### src/rtl/assert_macros.svh
// assertion macros shared by the rtl, empty when SYNTH is defined
`ifndef ASSERT_MACROS_SVH
`define ASSERT_MACROS_SVH
`ifndef SYNTH
`define ASSERT_ALWAYS(lbl, prop) \
  lbl: assert property (@(posedge clk_i) disable iff (!rst_ni) (prop)) \
    else $error("assertion failed");
`define ASSERT_NEXT(lbl, ante, cons) \
  lbl: assert property (@(posedge clk_i) disable iff (!rst_ni) (ante) |=> (cons)) \
    else $error("assertion failed");
`else
`define ASSERT_ALWAYS(lbl, prop)
`define ASSERT_NEXT(lbl, ante, cons)
`endif
`endif

### src/rtl/mhc_pkg.sv
// shared types, constants and tables of the heading calibrator
`timescale 1ns / 1ps
package mhc_pkg;

  localparam logic [23:0] GAIN_MAX  = 24'hFFFFFF;
  localparam logic [14:0] HEAD_FULL = 15'd23040;

  typedef enum logic [1:0] {
    CFG_AXIS_LAYOUT = 2'd0,
    CFG_CAL_LENGTH  = 2'd1
  } cfg_idx_e;

  typedef enum logic [1:0] {
    AXIS_DEFAULT = 2'd0,
    AXIS_X       = 2'd1,
    AXIS_Y       = 2'd2,
    AXIS_Z       = 2'd3
  } axis_e;

  typedef enum logic [3:0] {
    ST_IDLE, ST_MAP, ST_CORR, ST_MULY, ST_MULZ, ST_RNDZ, ST_CINIT, ST_CITER,
    ST_HMUL, ST_HFIN, ST_WIN, ST_DLDY, ST_DIVY, ST_DLDZ, ST_DIVZ, ST_DFIN
  } state_e;

  typedef struct packed {
    logic in_ready;
    logic load;
    logic map;
    logic corr;
    logic mul_y;
    logic mul_z;
    logic rnd_z;
    logic cinit;
    logic citer;
    logic hmul;
    logic hfin;
    logic win;
    logic div_ld_y;
    logic div_ld_z;
    logic div_step;
    logic gy_wr;
    logic gz_wr;
    logic out_load;
  } cmd_t;

  typedef struct packed {
    logic in_valid;
    logic win_hit;
    logic iter_last;
    logic div_last;
    logic out_free;
  } sts_t;

  // per layout negate mask, bit 0 x, bit 1 y, bit 2 z
  function automatic logic [2:0] lay_neg(input logic [2:0] lay);
    logic [2:0] r;
    unique case (lay)
      3'd0: r = 3'b000;
      3'd1: r = 3'b001;
      3'd2: r = 3'b011;
      3'd3: r = 3'b010;
      3'd4: r = 3'b101;
      3'd5: r = 3'b100;
      3'd6: r = 3'b110;
      3'd7: r = 3'b111;
      default: r = 3'b000;
    endcase
    return r;
  endfunction

  // atan(2^-i), 2^32 per full turn
  function automatic logic [31:0] atan_lut(input logic [4:0] i);
    logic [31:0] r;
    unique case (i)
      5'd0:  r = 32'h20000000;
      5'd1:  r = 32'h12E4051E;
      5'd2:  r = 32'h09FB385B;
      5'd3:  r = 32'h051111D4;
      5'd4:  r = 32'h028B0D43;
      5'd5:  r = 32'h0145D7E1;
      5'd6:  r = 32'h00A2F61E;
      5'd7:  r = 32'h00517C55;
      5'd8:  r = 32'h0028BE53;
      5'd9:  r = 32'h00145F2F;
      5'd10: r = 32'h000A2F98;
      5'd11: r = 32'h000517CC;
      5'd12: r = 32'h00028BE6;
      5'd13: r = 32'h000145F3;
      5'd14: r = 32'h0000A2FA;
      5'd15: r = 32'h0000517D;
      5'd16: r = 32'h000028BE;
      5'd17: r = 32'h0000145F;
      5'd18: r = 32'h00000A30;
      5'd19: r = 32'h00000518;
      5'd20: r = 32'h0000028C;
      5'd21: r = 32'h00000146;
      5'd22: r = 32'h000000A3;
      5'd23: r = 32'h00000051;
      default: r = 32'h0;
    endcase
    return r;
  endfunction

endpackage

### src/rtl/mhc_ctrl.sv
// sequencer for one sample: correction, cordic, heading, calibration window
`timescale 1ns / 1ps
module mhc_ctrl (
  input  logic          clk_i,
  input  logic          rst_ni,
  input  mhc_pkg::sts_t sts_i,
  output mhc_pkg::cmd_t cmd_o
);

  mhc_pkg::state_e state_q, state_d;

  always_ff @(posedge clk_i or negedge rst_ni) begin
    if (!rst_ni) begin
      state_q <= mhc_pkg::ST_IDLE;
    end else begin
      state_q <= state_d;
    end
  end

  always_comb begin
    state_d = state_q;
    cmd_o   = '0;
    unique case (state_q)
      mhc_pkg::ST_IDLE: begin
        cmd_o.in_ready = 1'b1;
        if (sts_i.in_valid) begin
          cmd_o.load = 1'b1;
          state_d    = mhc_pkg::ST_MAP;
        end
      end
      mhc_pkg::ST_MAP: begin
        cmd_o.map = 1'b1;
        state_d   = mhc_pkg::ST_CORR;
      end
      mhc_pkg::ST_CORR: begin
        cmd_o.corr = 1'b1;
        state_d    = mhc_pkg::ST_MULY;
      end
      mhc_pkg::ST_MULY: begin
        cmd_o.mul_y = 1'b1;
        state_d     = mhc_pkg::ST_MULZ;
      end
      mhc_pkg::ST_MULZ: begin
        cmd_o.mul_z = 1'b1;
        state_d     = mhc_pkg::ST_RNDZ;
      end
      mhc_pkg::ST_RNDZ: begin
        cmd_o.rnd_z = 1'b1;
        state_d     = mhc_pkg::ST_CINIT;
      end
      mhc_pkg::ST_CINIT: begin
        cmd_o.cinit = 1'b1;
        state_d     = mhc_pkg::ST_CITER;
      end
      mhc_pkg::ST_CITER: begin
        cmd_o.citer = 1'b1;
        if (sts_i.iter_last) begin
          state_d = mhc_pkg::ST_HMUL;
        end
      end
      mhc_pkg::ST_HMUL: begin
        cmd_o.hmul = 1'b1;
        state_d    = mhc_pkg::ST_HFIN;
      end
      mhc_pkg::ST_HFIN: begin
        cmd_o.hfin = 1'b1;
        state_d    = sts_i.win_hit ? mhc_pkg::ST_WIN : mhc_pkg::ST_DFIN;
      end
      mhc_pkg::ST_WIN: begin
        cmd_o.win = 1'b1;
        state_d   = mhc_pkg::ST_DLDY;
      end
      mhc_pkg::ST_DLDY: begin
        cmd_o.div_ld_y = 1'b1;
        state_d        = mhc_pkg::ST_DIVY;
      end
      mhc_pkg::ST_DIVY: begin
        cmd_o.div_step = 1'b1;
        if (sts_i.div_last) begin
          state_d = mhc_pkg::ST_DLDZ;
        end
      end
      mhc_pkg::ST_DLDZ: begin
        cmd_o.gy_wr    = 1'b1;
        cmd_o.div_ld_z = 1'b1;
        state_d        = mhc_pkg::ST_DIVZ;
      end
      mhc_pkg::ST_DIVZ: begin
        cmd_o.div_step = 1'b1;
        if (sts_i.div_last) begin
          state_d = mhc_pkg::ST_DFIN;
        end
      end
      mhc_pkg::ST_DFIN: begin
        // gain z write only matters after a window, harmless otherwise
        cmd_o.gz_wr = sts_i.win_hit;
        if (sts_i.out_free) begin
          cmd_o.out_load = 1'b1;
          state_d        = mhc_pkg::ST_IDLE;
        end
      end
      default: state_d = mhc_pkg::ST_IDLE;
    endcase
  end

endmodule

### src/rtl/mhc_dp.sv
// datapath: layout, offset and gain, cordic, min/max tracking, divider, output word
`timescale 1ns / 1ps
`include "assert_macros.svh"
module mhc_dp #(
  parameter int CORDIC_STEPS       = 16,
  parameter int GAIN_FRACTION_BITS = 16
) (
  input  logic          clk_i,
  input  logic          rst_ni,
  input  mhc_pkg::cmd_t cmd_i,
  output mhc_pkg::sts_t sts_o,
  input  logic          cfg_we_i,
  input  logic [1:0]    cfg_addr_i,
  input  logic [9:0]    cfg_wdata_i,
  input  logic          in_valid_i,
  input  logic [47:0]   in_data_i,
  input  logic          in_cal_i,
  output logic          out_valid_o,
  input  logic          out_ready_i,
  output logic [87:0]   out_data_o,
  output logic [2:0]    out_user_o
);

  localparam int F   = GAIN_FRACTION_BITS;
  localparam int PW  = 44;
  localparam int CW  = 50;
  localparam int IW  = $clog2(CORDIC_STEPS);
  localparam int DW  = 17 + F;
  localparam int DCW = $clog2(DW);
  localparam logic [63:0] GY_W = (F >= 16) ? (64'd67534 << ((F >= 16) ? F - 16 : 0))
    : ((64'd67534 + (64'd1 << ((F < 16) ? 15 - F : 0))) >> ((F < 16) ? 16 - F : 0));
  localparam logic [63:0] GZ_W = (F >= 16) ? (64'd51229 << ((F >= 16) ? F - 16 : 0))
    : ((64'd51229 + (64'd1 << ((F < 16) ? 15 - F : 0))) >> ((F < 16) ? 16 - F : 0));
  localparam logic [23:0] GY_RST = (GY_W > 64'hFFFFFF) ? mhc_pkg::GAIN_MAX : GY_W[23:0];
  localparam logic [23:0] GZ_RST = (GZ_W > 64'hFFFFFF) ? mhc_pkg::GAIN_MAX : GZ_W[23:0];

  // configuration and coefficients
  logic [2:0]         lay_q;
  logic [9:0]         len_q;
  logic signed [17:0] off_q [3];
  logic [23:0]        gy_q, gz_q;
  logic [1:0]         axis_q;
  logic signed [15:0] min_q [3];
  logic signed [15:0] max_q [3];
  logic [9:0]         cnt_q;

  // per sample working registers
  logic signed [15:0] raw_q [3];
  logic               cal_q;
  logic signed [15:0] m_q [3];
  logic signed [23:0] c0_q, cy_q, cz_q;
  logic signed [18:0] ty_q, tz_q;
  logic signed [PW-1:0] prod_q;
  logic signed [CW-1:0] x_q, y_q;
  logic [31:0]        z_q;
  logic [IW-1:0]      it_q;
  logic               zero_q;
  logic [1:0]         used_q;
  logic [46:0]        hp_q;
  logic [14:0]        head_q;
  logic               done_q;
  logic [15:0]        rng_q [3];
  logic [15:0]        den_q;
  logic [15:0]        rem_q;
  logic [DW-1:0]      dq_q;
  logic [DCW-1:0]     dcnt_q;
  logic               ovld_q;
  logic [87:0]        odata_q;
  logic [2:0]         ouser_q;

  // layout: odd layouts swap x and y, then negate with saturation
  logic [2:0]         neg;
  logic signed [15:0] src [3];
  logic signed [15:0] m_d [3];
  always_comb begin
    neg    = mhc_pkg::lay_neg(lay_q);
    src[0] = lay_q[0] ? raw_q[1] : raw_q[0];
    src[1] = lay_q[0] ? raw_q[0] : raw_q[1];
    src[2] = raw_q[2];
    for (int k = 0; k < 3; k++) begin
      if (!neg[k]) begin
        m_d[k] = src[k];
      end else if (src[k] == 16'sh8000) begin
        m_d[k] = 16'sh7FFF;
      end else begin
        m_d[k] = -src[k];
      end
    end
  end

  logic win_hit;
  assign win_hit = ({1'b0, cnt_q} + 11'd1) >= {1'b0, len_q};

  // shared gain multiplier and its rounding
  logic signed [18:0]   mul_a;
  logic signed [24:0]   mul_b;
  logic signed [PW-1:0] prod_d;
  logic signed [PW-1:0] prod_r;
  logic signed [23:0]   gain_sat;
  always_comb begin
    mul_a  = cmd_i.mul_y ? ty_q : tz_q;
    mul_b  = signed'({1'b0, (cmd_i.mul_y ? gy_q : gz_q)});
    prod_d = PW'(mul_a) * PW'(mul_b);
    prod_r = (prod_q + (PW'(1) <<< (F - 1))) >>> F;
    if (prod_r > PW'(24'sh7FFFFF)) begin
      gain_sat = 24'sh7FFFFF;
    end else if (prod_r < -PW'(24'sh7FFFFF) - PW'(1)) begin
      gain_sat = 24'sh800000;
    end else begin
      gain_sat = prod_r[23:0];
    end
  end

  // cordic operand pick and one vectoring step
  logic signed [23:0]   op_a, op_b;
  logic signed [CW-1:0] xi, yi, xs, ys;
  logic [31:0]          at;
  always_comb begin
    case (axis_q)
      mhc_pkg::AXIS_X: begin op_a = cy_q; op_b = cz_q; end
      mhc_pkg::AXIS_Y: begin op_a = c0_q; op_b = cz_q; end
      default:         begin op_a = cy_q; op_b = c0_q; end
    endcase
    xi = CW'(op_b) <<< 24;
    yi = CW'(op_a) <<< 24;
    xs = x_q >>> it_q;
    ys = y_q >>> it_q;
    at = mhc_pkg::atan_lut(5'(it_q));
  end

  logic [47:0] hsum;
  assign hsum = {1'b0, hp_q} + 48'h0000_8000_0000;

  // divider step
  logic [16:0] rs;
  logic        ge;
  logic [23:0] q_sat;
  always_comb begin
    rs    = {rem_q, dq_q[DW-1]};
    ge    = rs >= {1'b0, den_q};
    q_sat = ((den_q == 16'd0) || (|dq_q[DW-1:24])) ? mhc_pkg::GAIN_MAX : dq_q[23:0];
  end

  logic [15:0] rng_d [3];
  always_comb begin
    for (int k = 0; k < 3; k++) begin
      rng_d[k] = 16'(17'(max_q[k]) - 17'(min_q[k]));
    end
  end

  always_ff @(posedge clk_i or negedge rst_ni) begin
    if (!rst_ni) begin
      lay_q  <= '0;
      len_q  <= 10'd999;
      off_q  <= '{18'sd653, -18'sd30, -18'sd167};
      gy_q   <= GY_RST;
      gz_q   <= GZ_RST;
      axis_q <= mhc_pkg::AXIS_DEFAULT;
      min_q  <= '{3{16'sh7FFF}};
      max_q  <= '{3{16'sh8000}};
      cnt_q  <= '0;
      ovld_q <= 1'b0;
      dcnt_q <= '0;
      it_q   <= '0;
    end else begin
      if (cfg_we_i) begin
        case (cfg_addr_i)
          mhc_pkg::CFG_AXIS_LAYOUT: lay_q <= cfg_wdata_i[2:0];
          mhc_pkg::CFG_CAL_LENGTH:  len_q <= cfg_wdata_i;
          default: ;
        endcase
      end
      if (cmd_i.corr && cal_q) begin
        for (int k = 0; k < 3; k++) begin
          if (m_q[k] < min_q[k]) min_q[k] <= m_q[k];
          if (m_q[k] > max_q[k]) max_q[k] <= m_q[k];
        end
        if (!win_hit) begin
          cnt_q <= cnt_q + 10'd1;
        end
      end
      if (cmd_i.win) begin
        for (int k = 0; k < 3; k++) begin
          off_q[k] <= -(18'(max_q[k]) + 18'(min_q[k]));
        end
        if (rng_d[0] <= rng_d[1] && rng_d[0] <= rng_d[2]) begin
          axis_q <= mhc_pkg::AXIS_X;
        end else if (rng_d[1] <= rng_d[0] && rng_d[1] <= rng_d[2]) begin
          axis_q <= mhc_pkg::AXIS_Y;
        end else begin
          axis_q <= mhc_pkg::AXIS_Z;
        end
        min_q <= '{3{16'sh7FFF}};
        max_q <= '{3{16'sh8000}};
        cnt_q <= '0;
      end
      if (cmd_i.gy_wr) gy_q <= q_sat;
      if (cmd_i.gz_wr) gz_q <= q_sat;
      if (cmd_i.cinit) it_q <= '0;
      else if (cmd_i.citer) it_q <= it_q + IW'(1);
      if (cmd_i.div_ld_y || cmd_i.div_ld_z) dcnt_q <= '0;
      else if (cmd_i.div_step) dcnt_q <= dcnt_q + DCW'(1);
      if (cmd_i.out_load) ovld_q <= 1'b1;
      else if (out_ready_i) ovld_q <= 1'b0;
    end
  end

  always_ff @(posedge clk_i) begin
    if (cmd_i.load) begin
      raw_q[0] <= in_data_i[15:0];
      raw_q[1] <= in_data_i[31:16];
      raw_q[2] <= in_data_i[47:32];
      cal_q    <= in_cal_i;
    end
    if (cmd_i.map) m_q <= m_d;
    if (cmd_i.corr) begin
      c0_q   <= 24'(19'(m_q[0]) * 19'sd2 + 19'(off_q[0]));
      ty_q   <= 19'(m_q[1]) * 19'sd2 + 19'(off_q[1]);
      tz_q   <= 19'(m_q[2]) * 19'sd2 + 19'(off_q[2]);
      done_q <= cal_q && win_hit;
    end
    if (cmd_i.mul_y || cmd_i.mul_z) prod_q <= prod_d;
    if (cmd_i.mul_z) cy_q <= gain_sat;
    if (cmd_i.rnd_z) cz_q <= gain_sat;
    if (cmd_i.cinit) begin
      zero_q <= (op_a == 24'sd0) && (op_b == 24'sd0);
      used_q <= axis_q;
      if (xi < 0) begin
        x_q <= -xi;
        y_q <= -yi;
        z_q <= 32'h8000_0000;
      end else begin
        x_q <= xi;
        y_q <= yi;
        z_q <= 32'h0;
      end
    end else if (cmd_i.citer) begin
      if (y_q >= 0) begin
        x_q <= x_q + ys;
        y_q <= y_q - xs;
        z_q <= z_q + at;
      end else begin
        x_q <= x_q - ys;
        y_q <= y_q + xs;
        z_q <= z_q - at;
      end
    end
    if (cmd_i.hmul) hp_q <= 47'(z_q) * 47'(mhc_pkg::HEAD_FULL);
    if (cmd_i.hfin) begin
      if (zero_q || hsum[47:32] >= {1'b0, mhc_pkg::HEAD_FULL}) begin
        head_q <= '0;
      end else begin
        head_q <= hsum[46:32];
      end
    end
    if (cmd_i.win) rng_q <= rng_d;
    if (cmd_i.div_ld_y || cmd_i.div_ld_z) begin
      den_q <= rng_q[0];
      rem_q <= '0;
      dq_q  <= (DW'(cmd_i.div_ld_y ? rng_q[1] : rng_q[2]) << F) + DW'(rng_q[0] >> 1);
    end else if (cmd_i.div_step) begin
      rem_q <= ge ? 16'(rs - {1'b0, den_q}) : rs[15:0];
      dq_q  <= {dq_q[DW-2:0], ge};
    end
    if (cmd_i.out_load) begin
      odata_q <= {1'b0, head_q, cz_q, cy_q, c0_q};
      ouser_q <= {used_q, done_q};
    end
  end

  always_comb begin
    sts_o.in_valid  = in_valid_i;
    sts_o.win_hit   = done_q;
    sts_o.iter_last = (it_q == IW'(CORDIC_STEPS - 1));
    sts_o.div_last  = (dcnt_q == DCW'(DW - 1));
    sts_o.out_free  = !ovld_q || out_ready_i;
  end

  assign out_valid_o = ovld_q;
  assign out_data_o  = odata_q;
  assign out_user_o  = ouser_q;

  `ASSERT_ALWAYS(a_head_range, !ovld_q || odata_q[86:72] < mhc_pkg::HEAD_FULL)
  `ASSERT_NEXT(a_win_clears, cmd_i.win, cnt_q == 10'd0 && min_q[0] == 16'sh7FFF)
  `ASSERT_NEXT(a_load_full, cmd_i.out_load, ovld_q)

endmodule

### src/rtl/magnetometer_heading_calibrator_unit.sv
// top level of the magnetometer heading calibrator
//
//  channel  | dir | tdata (low bit up)                 | tuser
//  s_axis   | in  | raw_x, raw_y, raw_z                | calibrate
//  m_axis   | out | corrected_x/y/z, heading, pad      | calibration_done, heading_axis
//  cfg      | in  | index 0 axis_layout, 1 calibration_length
//
// a sample passes layout mapping, offset correction, gain, the cordic loop and heading
// a sample that closes a calibration window also runs the two gain divisions on
// the shared radix-2 divider
// the next sample is taken once the result sits in the output register
// a stalled output holds the sequencer in its last state; reset is asynchronous
`timescale 1ns / 1ps
module magnetometer_heading_calibrator_unit #(
  parameter int CORDIC_STEPS       = 16,
  parameter int GAIN_FRACTION_BITS = 16
) (
  input  logic        clk_i,
  input  logic        rst_ni,
  input  logic        s_axis_tvalid_i,
  output logic        s_axis_tready_o,
  input  logic [47:0] s_axis_tdata_i,  // raw_x, raw_y, raw_z
  input  logic        s_axis_tuser_i,  // calibrate
  output logic        m_axis_tvalid_o,
  input  logic        m_axis_tready_i,
  output logic [87:0] m_axis_tdata_o,  // corrected_x, corrected_y, corrected_z, heading
  output logic [2:0]  m_axis_tuser_o,  // calibration_done, heading_axis
  input  logic        cfg_we_i,
  input  logic [1:0]  cfg_addr_i,
  input  logic [9:0]  cfg_wdata_i
);

  mhc_pkg::cmd_t cmd;
  mhc_pkg::sts_t sts;

  mhc_ctrl u_ctrl (
    .clk_i  (clk_i),
    .rst_ni (rst_ni),
    .sts_i  (sts),
    .cmd_o  (cmd)
  );

  mhc_dp #(
    .CORDIC_STEPS       (CORDIC_STEPS),
    .GAIN_FRACTION_BITS (GAIN_FRACTION_BITS)
  ) u_dp (
    .clk_i       (clk_i),
    .rst_ni      (rst_ni),
    .cmd_i       (cmd),
    .sts_o       (sts),
    .cfg_we_i    (cfg_we_i),
    .cfg_addr_i  (cfg_addr_i),
    .cfg_wdata_i (cfg_wdata_i),
    .in_valid_i  (s_axis_tvalid_i),
    .in_data_i   (s_axis_tdata_i),
    .in_cal_i    (s_axis_tuser_i),
    .out_valid_o (m_axis_tvalid_o),
    .out_ready_i (m_axis_tready_i),
    .out_data_o  (m_axis_tdata_o),
    .out_user_o  (m_axis_tuser_o)
  );

  assign s_axis_tready_o = cmd.in_ready;

endmodule
### config.mk
export PLATFORM = sky130hd
export DESIGN_NAME = magnetometer_heading_calibrator_unit
export DESIGN_NICKNAME = d
export VERILOG_FILES = /design/src/rtl/mhc_pkg.sv /design/src/rtl/mhc_ctrl.sv /design/src/rtl/mhc_dp.sv /design/src/rtl/magnetometer_heading_calibrator_unit.sv
export VERILOG_INCLUDE_DIRS = /design/src /design/src/rtl
export SDC_FILE = /design/constraint.sdc
export NUM_CORES = 2
export LEC_CHECK = 0
export BUFFER_PORTS_ARGS = -buffer_cell sky130_fd_sc_hd__buf_2
export CAP_MARGIN = 20
export CORE_UTILIZATION = 60
export CTS_CLUSTER_SIZE = 40
export DETAILED_ROUTE_END_ITERATION = 7
export PLACE_DENSITY_LB_ADDON = 0.12
export REMOVE_ABC_BUFFERS = 1
export SYNTH_ARGS = -nofsm -noshare
export SYNTH_HDL_FRONTEND = slang
export SYNTH_HIERARCHICAL = 1
export SYNTH_SLANG_ARGS = --single-unit
### constraint.sdc
create_clock -name clk_i -period 9.5 [get_ports clk_i]
set_input_delay 1.9 -clock clk_i [delete_from_list [all_inputs] [get_ports clk_i]]
set_output_delay 1.9 -clock clk_i [all_outputs]
set_load 0.01 [all_outputs]
# Yosys cells after proc, flatten, opt, wreduce, memory -nomap -nowiden
# Memories as Yosys holds them, arrays and structs flattened.
# Cells that the tools add are included.
totals:
  reg_bits: 833
  ram_bits: 48
  mem_bits_ro: 504
  in_bits: 66
  mem_count: 3
classes:
  addsub: 31
  mul: 2
  magnitude_cmp: 17
  eq_ne: 29
  n_shift: 2
  n_mux: 78
  reduce_logical: 39
memory_table:
  columns: ["memory", "depth", "word_bits", "read_ports", "rd_ports_with_merged_regs", "write_ports", "line", "text"]
  rows:
  - ["(name not given)", 16, 30, 1, 0, 0, "mhc_pkg.sv:74", "unique case (i)"]
  - ["u_dp.raw_q", 3, 16, 3, 0, 3, "mhc_dp.sv:48", "logic signed [15:0] raw_q [3];"]
  - ["(name not given)", 8, 3, 1, 0, 0, "mhc_pkg.sv:57", "unique case (lay)"]
ops:
  columns: ["cell", "n"]
  rows:
  - ["$mux 50", 8]
  - ["$mux 16", 16]
  - ["$mux 48", 4]
  - ["$mux 24", 6]
  - ["$mux 32", 4]
  - ["$add 50x50->50", 2]
  - ["$neg 48->50", 2]
  - ["$sshr 50x4->50", 2]
  - ["$sub 50x50->50", 2]
  - ["$mux 33", 2]
  - ["$le 16x16->1", 4]
  - ["$pmux 4 s16", 1]
  - ["$sub 16x16->16", 4]
  - ["$add 17x18->19", 3]
  - ["$neg 18->18", 3]
  - ["$add 16x16->17", 3]
  - ["$ge 50x1->1 const B", 1]
  - ["$add 47x32->48 const B", 1]
  - ["$eq 16x16->1 const B", 3]
  - ["$gt 16x16->1", 3]
  - ["$logic_not 24->1", 2]
  - ["$lt 16x16->1", 3]
  - ["$lt 48x1->1 const B", 1]
  - ["$neg 16->16", 3]
  - ["other kinds (41)", 115]

# Logic depth before layout (Yosys ltp)
depth:
  word_depth: 6
  mapped_depth: 35
  depth_no_buf: 30

# Hierarchy
# Netlist, hierarchy kept.
modules_own_cells:
  columns: ["mod", "instances", "cells_each", "area_each_um2", "seq_area_each_um2"]
  rows:
  - ["mhc_dp", 1, 8044, 77551.9, 23724.0]
  - ["mhc_ctrl", 1, 65, 535.5, 100.1]

# Least setup slack after synthesis
# OpenSTA, ideal clock, no wires.
synth_timing:
  path_kind: "reg2reg"
  from: "reg u_ctrl.state_q[0]"
  to: "reg u_dp.prod_q[28] (data pin)"
  t_arrival_ps: 8511
  slack_ps: 731
  path_stages_with_launch: 32
  path_cell_list: "dfrtp_1 > ha_1 > clkbuf_1 > inv_1 > nor3_1 > clkbuf_1 > buf_1 > clkbuf_1 > mux2i_1 > clkbuf_1 > nor2_1 > fa_1 > fa_1 > inv_1 > fa_1 > inv_1 > fa_1 > fa_1 > fa_1 > ha_1 > ha_1 > a211oi_1 > a211oi_1 > o21ai_0 > a31oi_1 > o41a_1 > a221o_1 > a22o_1 > o21a_1 > o21a_1 > nor2_1 > xnor2_1"
synth_rtl:
  columns: ["element", "line", "text"]
  rows:
  - ["start: declaration", "mhc_ctrl.sv:10", "mhc_pkg::state_e state_q, state_d;"]
  - ["start signal: assignment", "mhc_ctrl.sv:14", "state_q <= mhc_pkg::ST_IDLE;"]
  - ["start signal: assignment", "mhc_ctrl.sv:16", "state_q <= state_d;"]
  - ["end signal: assignment", "mhc_dp.sv:222", "if (cmd_i.mul_y || cmd_i.mul_z) prod_q <= prod_d;"]
  - ["end: declaration", "mhc_dp.sv:53", "logic signed [PW-1:0] prod_q;"]

==> results.md <==
* Outcome: completed
* Count of final setup violators at 0
* Gpl congestion at 0.965
* Share of layout cells above drive strength 1 at 0.102
* RR Startpoint: u_ctrl/state_q[0]$_DFFE_PN0P_
* CTS resizes at 0
* Post-CTS Hold Fix Bufs at 0
* Crit Reg-Reg Endpoint: u_dp/prod_q[40]$_DFFE_PP_
* Final hold vios at 0
* Slew Limit Fails at 0
* Number of cells on the critical path at 30
* P_int at ~6 mW
* Maximum vdd drop at 0.000154 V
* CTS tree: built
* Post-synthesis simple-gate area fraction at 0.140
* R2r setup slk at 0.70 ns
* Mean post-synth cell area at approximately 9.6 um^2
* Area grow syn2layout at 7.47%
* WP buf/inv at 7
* Clock power share at 0.481
* Total Die Area at about 130000 um^2
* Seq pwr share at 0.490
* Num CTS Buffers at between 90 and 100
* Cells after DPL at 9793
* Met2 GRT Util at 0.534
* Vias in the first global route at 60000
* Async set-reset flop share out of synthesis at 0.285
* Worst-Skew Late Latency at 0.72 ns
* Adder-cell share of the synthesized area at 0.233
* CTS H-Tree Depth at 3
* Final instance count without filler cells at 9974
* Leading area contributor after synthesis: edfxtp_1
* XOR/XNOR share of the synthesized area at 0.0561
* Hold crit path type: reg -> reg
* Total grt overflow at 0
* Io pins at 159
* Sw Ratio at 0.226
* Die width at 363 um
* Setup WS post-layout at 0.698 ns
* Critical path origin: u_ctrl/state_q[0]$_DFFE_PN0P_
* Setup WS pre-CTS at between 0.8 and 0.9 ns
* Clock Path Buffers at 3
* Minimum clock period at 8.80 ns
* Slowest Stage Delay on Critical Path at 0.55 ns
* Met3 Resource Use GR at 0.0528
* EDFF count, synth at 580
* Leakage at ~36 nW
* CTS Root Cell: clkbuf_16
* Worst slew margin at 0.259
* Crit-path max FO at 32
* CP most frequent cell: fa_1
* Synth Flop Type: edfxtp_1
* DRT antenna net count at 0
* DP Wirelength at 168000 um
* First-pass GRT wire length at approximately 340000 um
* Fin nets at between 9000 and 10000
* Sequential area share after synthesis at 0.305
* Most frequent cell after synthesis: inv_1
* Row count at around 130
* Placed Area at 80600 um^2
* WS Path Type: reg -> reg
* Clock Sinks at 834
* Largest family of logic cells by synthesized area: adder cells
* Reg2Reg Depth at 30
* GRT Overall Usage at 0.330
* Logic gate share of total power at 0.030
* Post-synth cell types at 104
* Grt met1 use at 0.437
* Worst EP arrival at 9.24 ns
* Mapped Area at 78100 um^2
* Synth Area in Compound Gates at 0.122
* Sw power at 1.80 mW
* Worst hold margin at 0.416 ns
* Yosys warns at 6
* Setup bufs post-CTS at 0
* First-pass DRT Iterations at 6
* Layout Skew at 0.0290 ns
* Final wirelength at 217000 um
* F_max at 114 MHz
* CORE AREA at 128000 um^2
* Critical Path Slowest Stage Cell: fa_1
* Setup repair after global routing missed its margin: no
* Yosys top cell area share at 0.223
* Wire per inst at 21.8 um
* Mux contribution to synthesized area at 0.0871
* Most common library cells after synthesis: 830 x inv_1, 812 x nand2_1, 770 x nor2_1
* Busiest grt layer: met2
* Largest net degree at the start of global routing at about 150
* DRC Markers at 0
* Pwr Density at 95.2 nW/um^2
* Vias per std cell at 6.09
* Starting density of the core at 0.608
* Period utilisation layout at 0.927
* Top cells by area, synth: edfxtp_1 22%, ha_1 12%, fa_1 11%, dfrtp_1 4.3%, inv_1 4.0%
* Seq cells post-synth at 834
* Max Cap Viol at 0
* CP Capture Type: flop
* Cells after synthesis at between 8000 and 9000
* Setup crit end: u_dp/prod_q[40]$_DFFE_PP_
* Initial DRC count at 5768
* Top delay family on crit path: adder cells
* Initial antenna violation count at 4
* Design Area, Final at 83900 um^2
* Worst-Margin Slew at about 1.1 ns
* Via count at 60700
* Die H at 363 um
* Setup crit start kind: flop
* # port buffers at 157
* Critical path required time at 9.94 ns
* Clock Pin Slew Worst Setup and Hold Paths at 0.06 ns
==> placed cells by master (no fill, tap or decap), types with 57 or more instances in the layout <==
| master | n |
|---|---|
| nand4_1 | 57 |
| a21oi_1 | 436 |
| clkbuf_16 | 95 |
| nand3_1 | 113 |
| dfrtp_1 | 128 |
| nand2b_1 | 82 |
| nor3_1 | 151 |
| a21o_1 | 166 |
| mux2_2 | 126 |
| o21a_1 | 60 |
| xnor2_1 | 288 |
| mux4_2 | 103 |
| ha_1 | 748 |
| nor2_1 | 770 |
| fa_1 | 442 |
| buf_4 | 97 |
| inv_1 | 828 |
| xor2_1 | 212 |
| and3_1 | 68 |
| dfstp_2 | 105 |
| nand2_1 | 812 |
| edfxtp_1 | 580 |
| o21ai_0 | 418 |
| nor2b_1 | 106 |
| buf_2 | 156 |
| mux2i_1 | 272 |
==> how the worst min path moves through the flow <==
stage / from / to / cells past startpoint
after detailed placement: u_dp/head_q[2]$_SDFFCE_PP0P_ / u_dp/out_data_o[74]$_DFFE_PP_ / 0
after global placement: u_dp/rng_q[32]$_DFFE_PP_ / u_dp/den_q[0]$_DFFE_PN_ / 0
after CTS: u_dp/head_q[9]$_SDFFCE_PP0P_ / u_dp/out_data_o[81]$_DFFE_PP_ / 0
after global routing: u_dp/head_q[10]$_SDFFCE_PP0P_ / u_dp/out_data_o[82]$_DFFE_PP_ / 0
after floorplan: u_dp/rng_q[32]$_DFFE_PP_ / u_dp/den_q[0]$_DFFE_PN_ / 0
final: u_dp/head_q[9]$_SDFFCE_PP0P_ / u_dp/out_data_o[81]$_DFFE_PP_ / 0
==> power groups by stage <==
| stage | sequential, mW | clock, mW | combinational [mW] |
|---|---|---|---|
| 2_1_floorplan | 3.99 | 0 | 0.150 |
| 3_3_place_gp | 3.98 | 0 | 0.229 |
| 3_5_place_dp | 3.98 | 0 | 0.234 |
| 4_1_cts | 3.91 | 3.92 | 0.236 |
| 5_1_grt | 3.91 | 4.04 | 0.270 |
| 6_report | 3.91 | 3.84 | 0.237 |
==> registers in the layout, indices dropped and copies added (netlist names), 32 cells and up <==
name / cells
u_dp/min_q: 48
u_dp/y_q: 50
u_dp/x_q: 50
u_dp/z_q: 32
u_dp/dq_q: 33
u_dp/max_q: 48
u_dp/out_data_o: 82
u_dp/off_q: 54
u_dp/raw_q: 48
u_dp/rng_q: 48
u_dp/m_q: 48
==> layout make-up <==
class                           instances  area, um^2
Antenna cell                            2        5.00
Tap cell                             1729        2160
Clock inverter                         73         810
Multi-Input combinational cell       6138       49900
Timing Repair Buffer                  259        1620
Sequential cell                       834       23800
Inverter                              835        3130
Clock buffer                          104        2420
Fill cell                           10400       44400
==> layer usage <==
metal  up-vias  share of wire
li1      28400              -
met1     29500           0.41
met2      2371           0.46
met3       489          0.075
met4         0          0.050
met5         -              0
==> through the flow <==
stage / TNS [ns] / utilization / total power, mW
2_1_floorplan: -227.20 / - / 4.14
3_3_place_gp: 0 / 0.628 / 4.21
3_5_place_dp: 0 / 0.628 / 4.22
4_1_cts: 0 / 0.654 / 8.07
5_1_grt: 0 / 0.654 / 8.22
6_report: 0 / 0.654 / 7.99
==> cell families (layout without fill, tap and decap cells) <==
| logic type | Yosys count | after routing |
|---|---|---|
| xor gates and xnor gates | 500 | 500 |
| muxes | 514 | 514 |
| adders and majority gates | 1191 | 1191 |
| buffers and inverters | 1137 | 1271 |
| AOI/OAI and AO/OA | 1528 | 1528 |
| and+or+nand+nor | 2404 | 2404 |
| DFF | 834 | 834 |
| other | 1 | 3 |
Power figures use the tool's default switching activity.
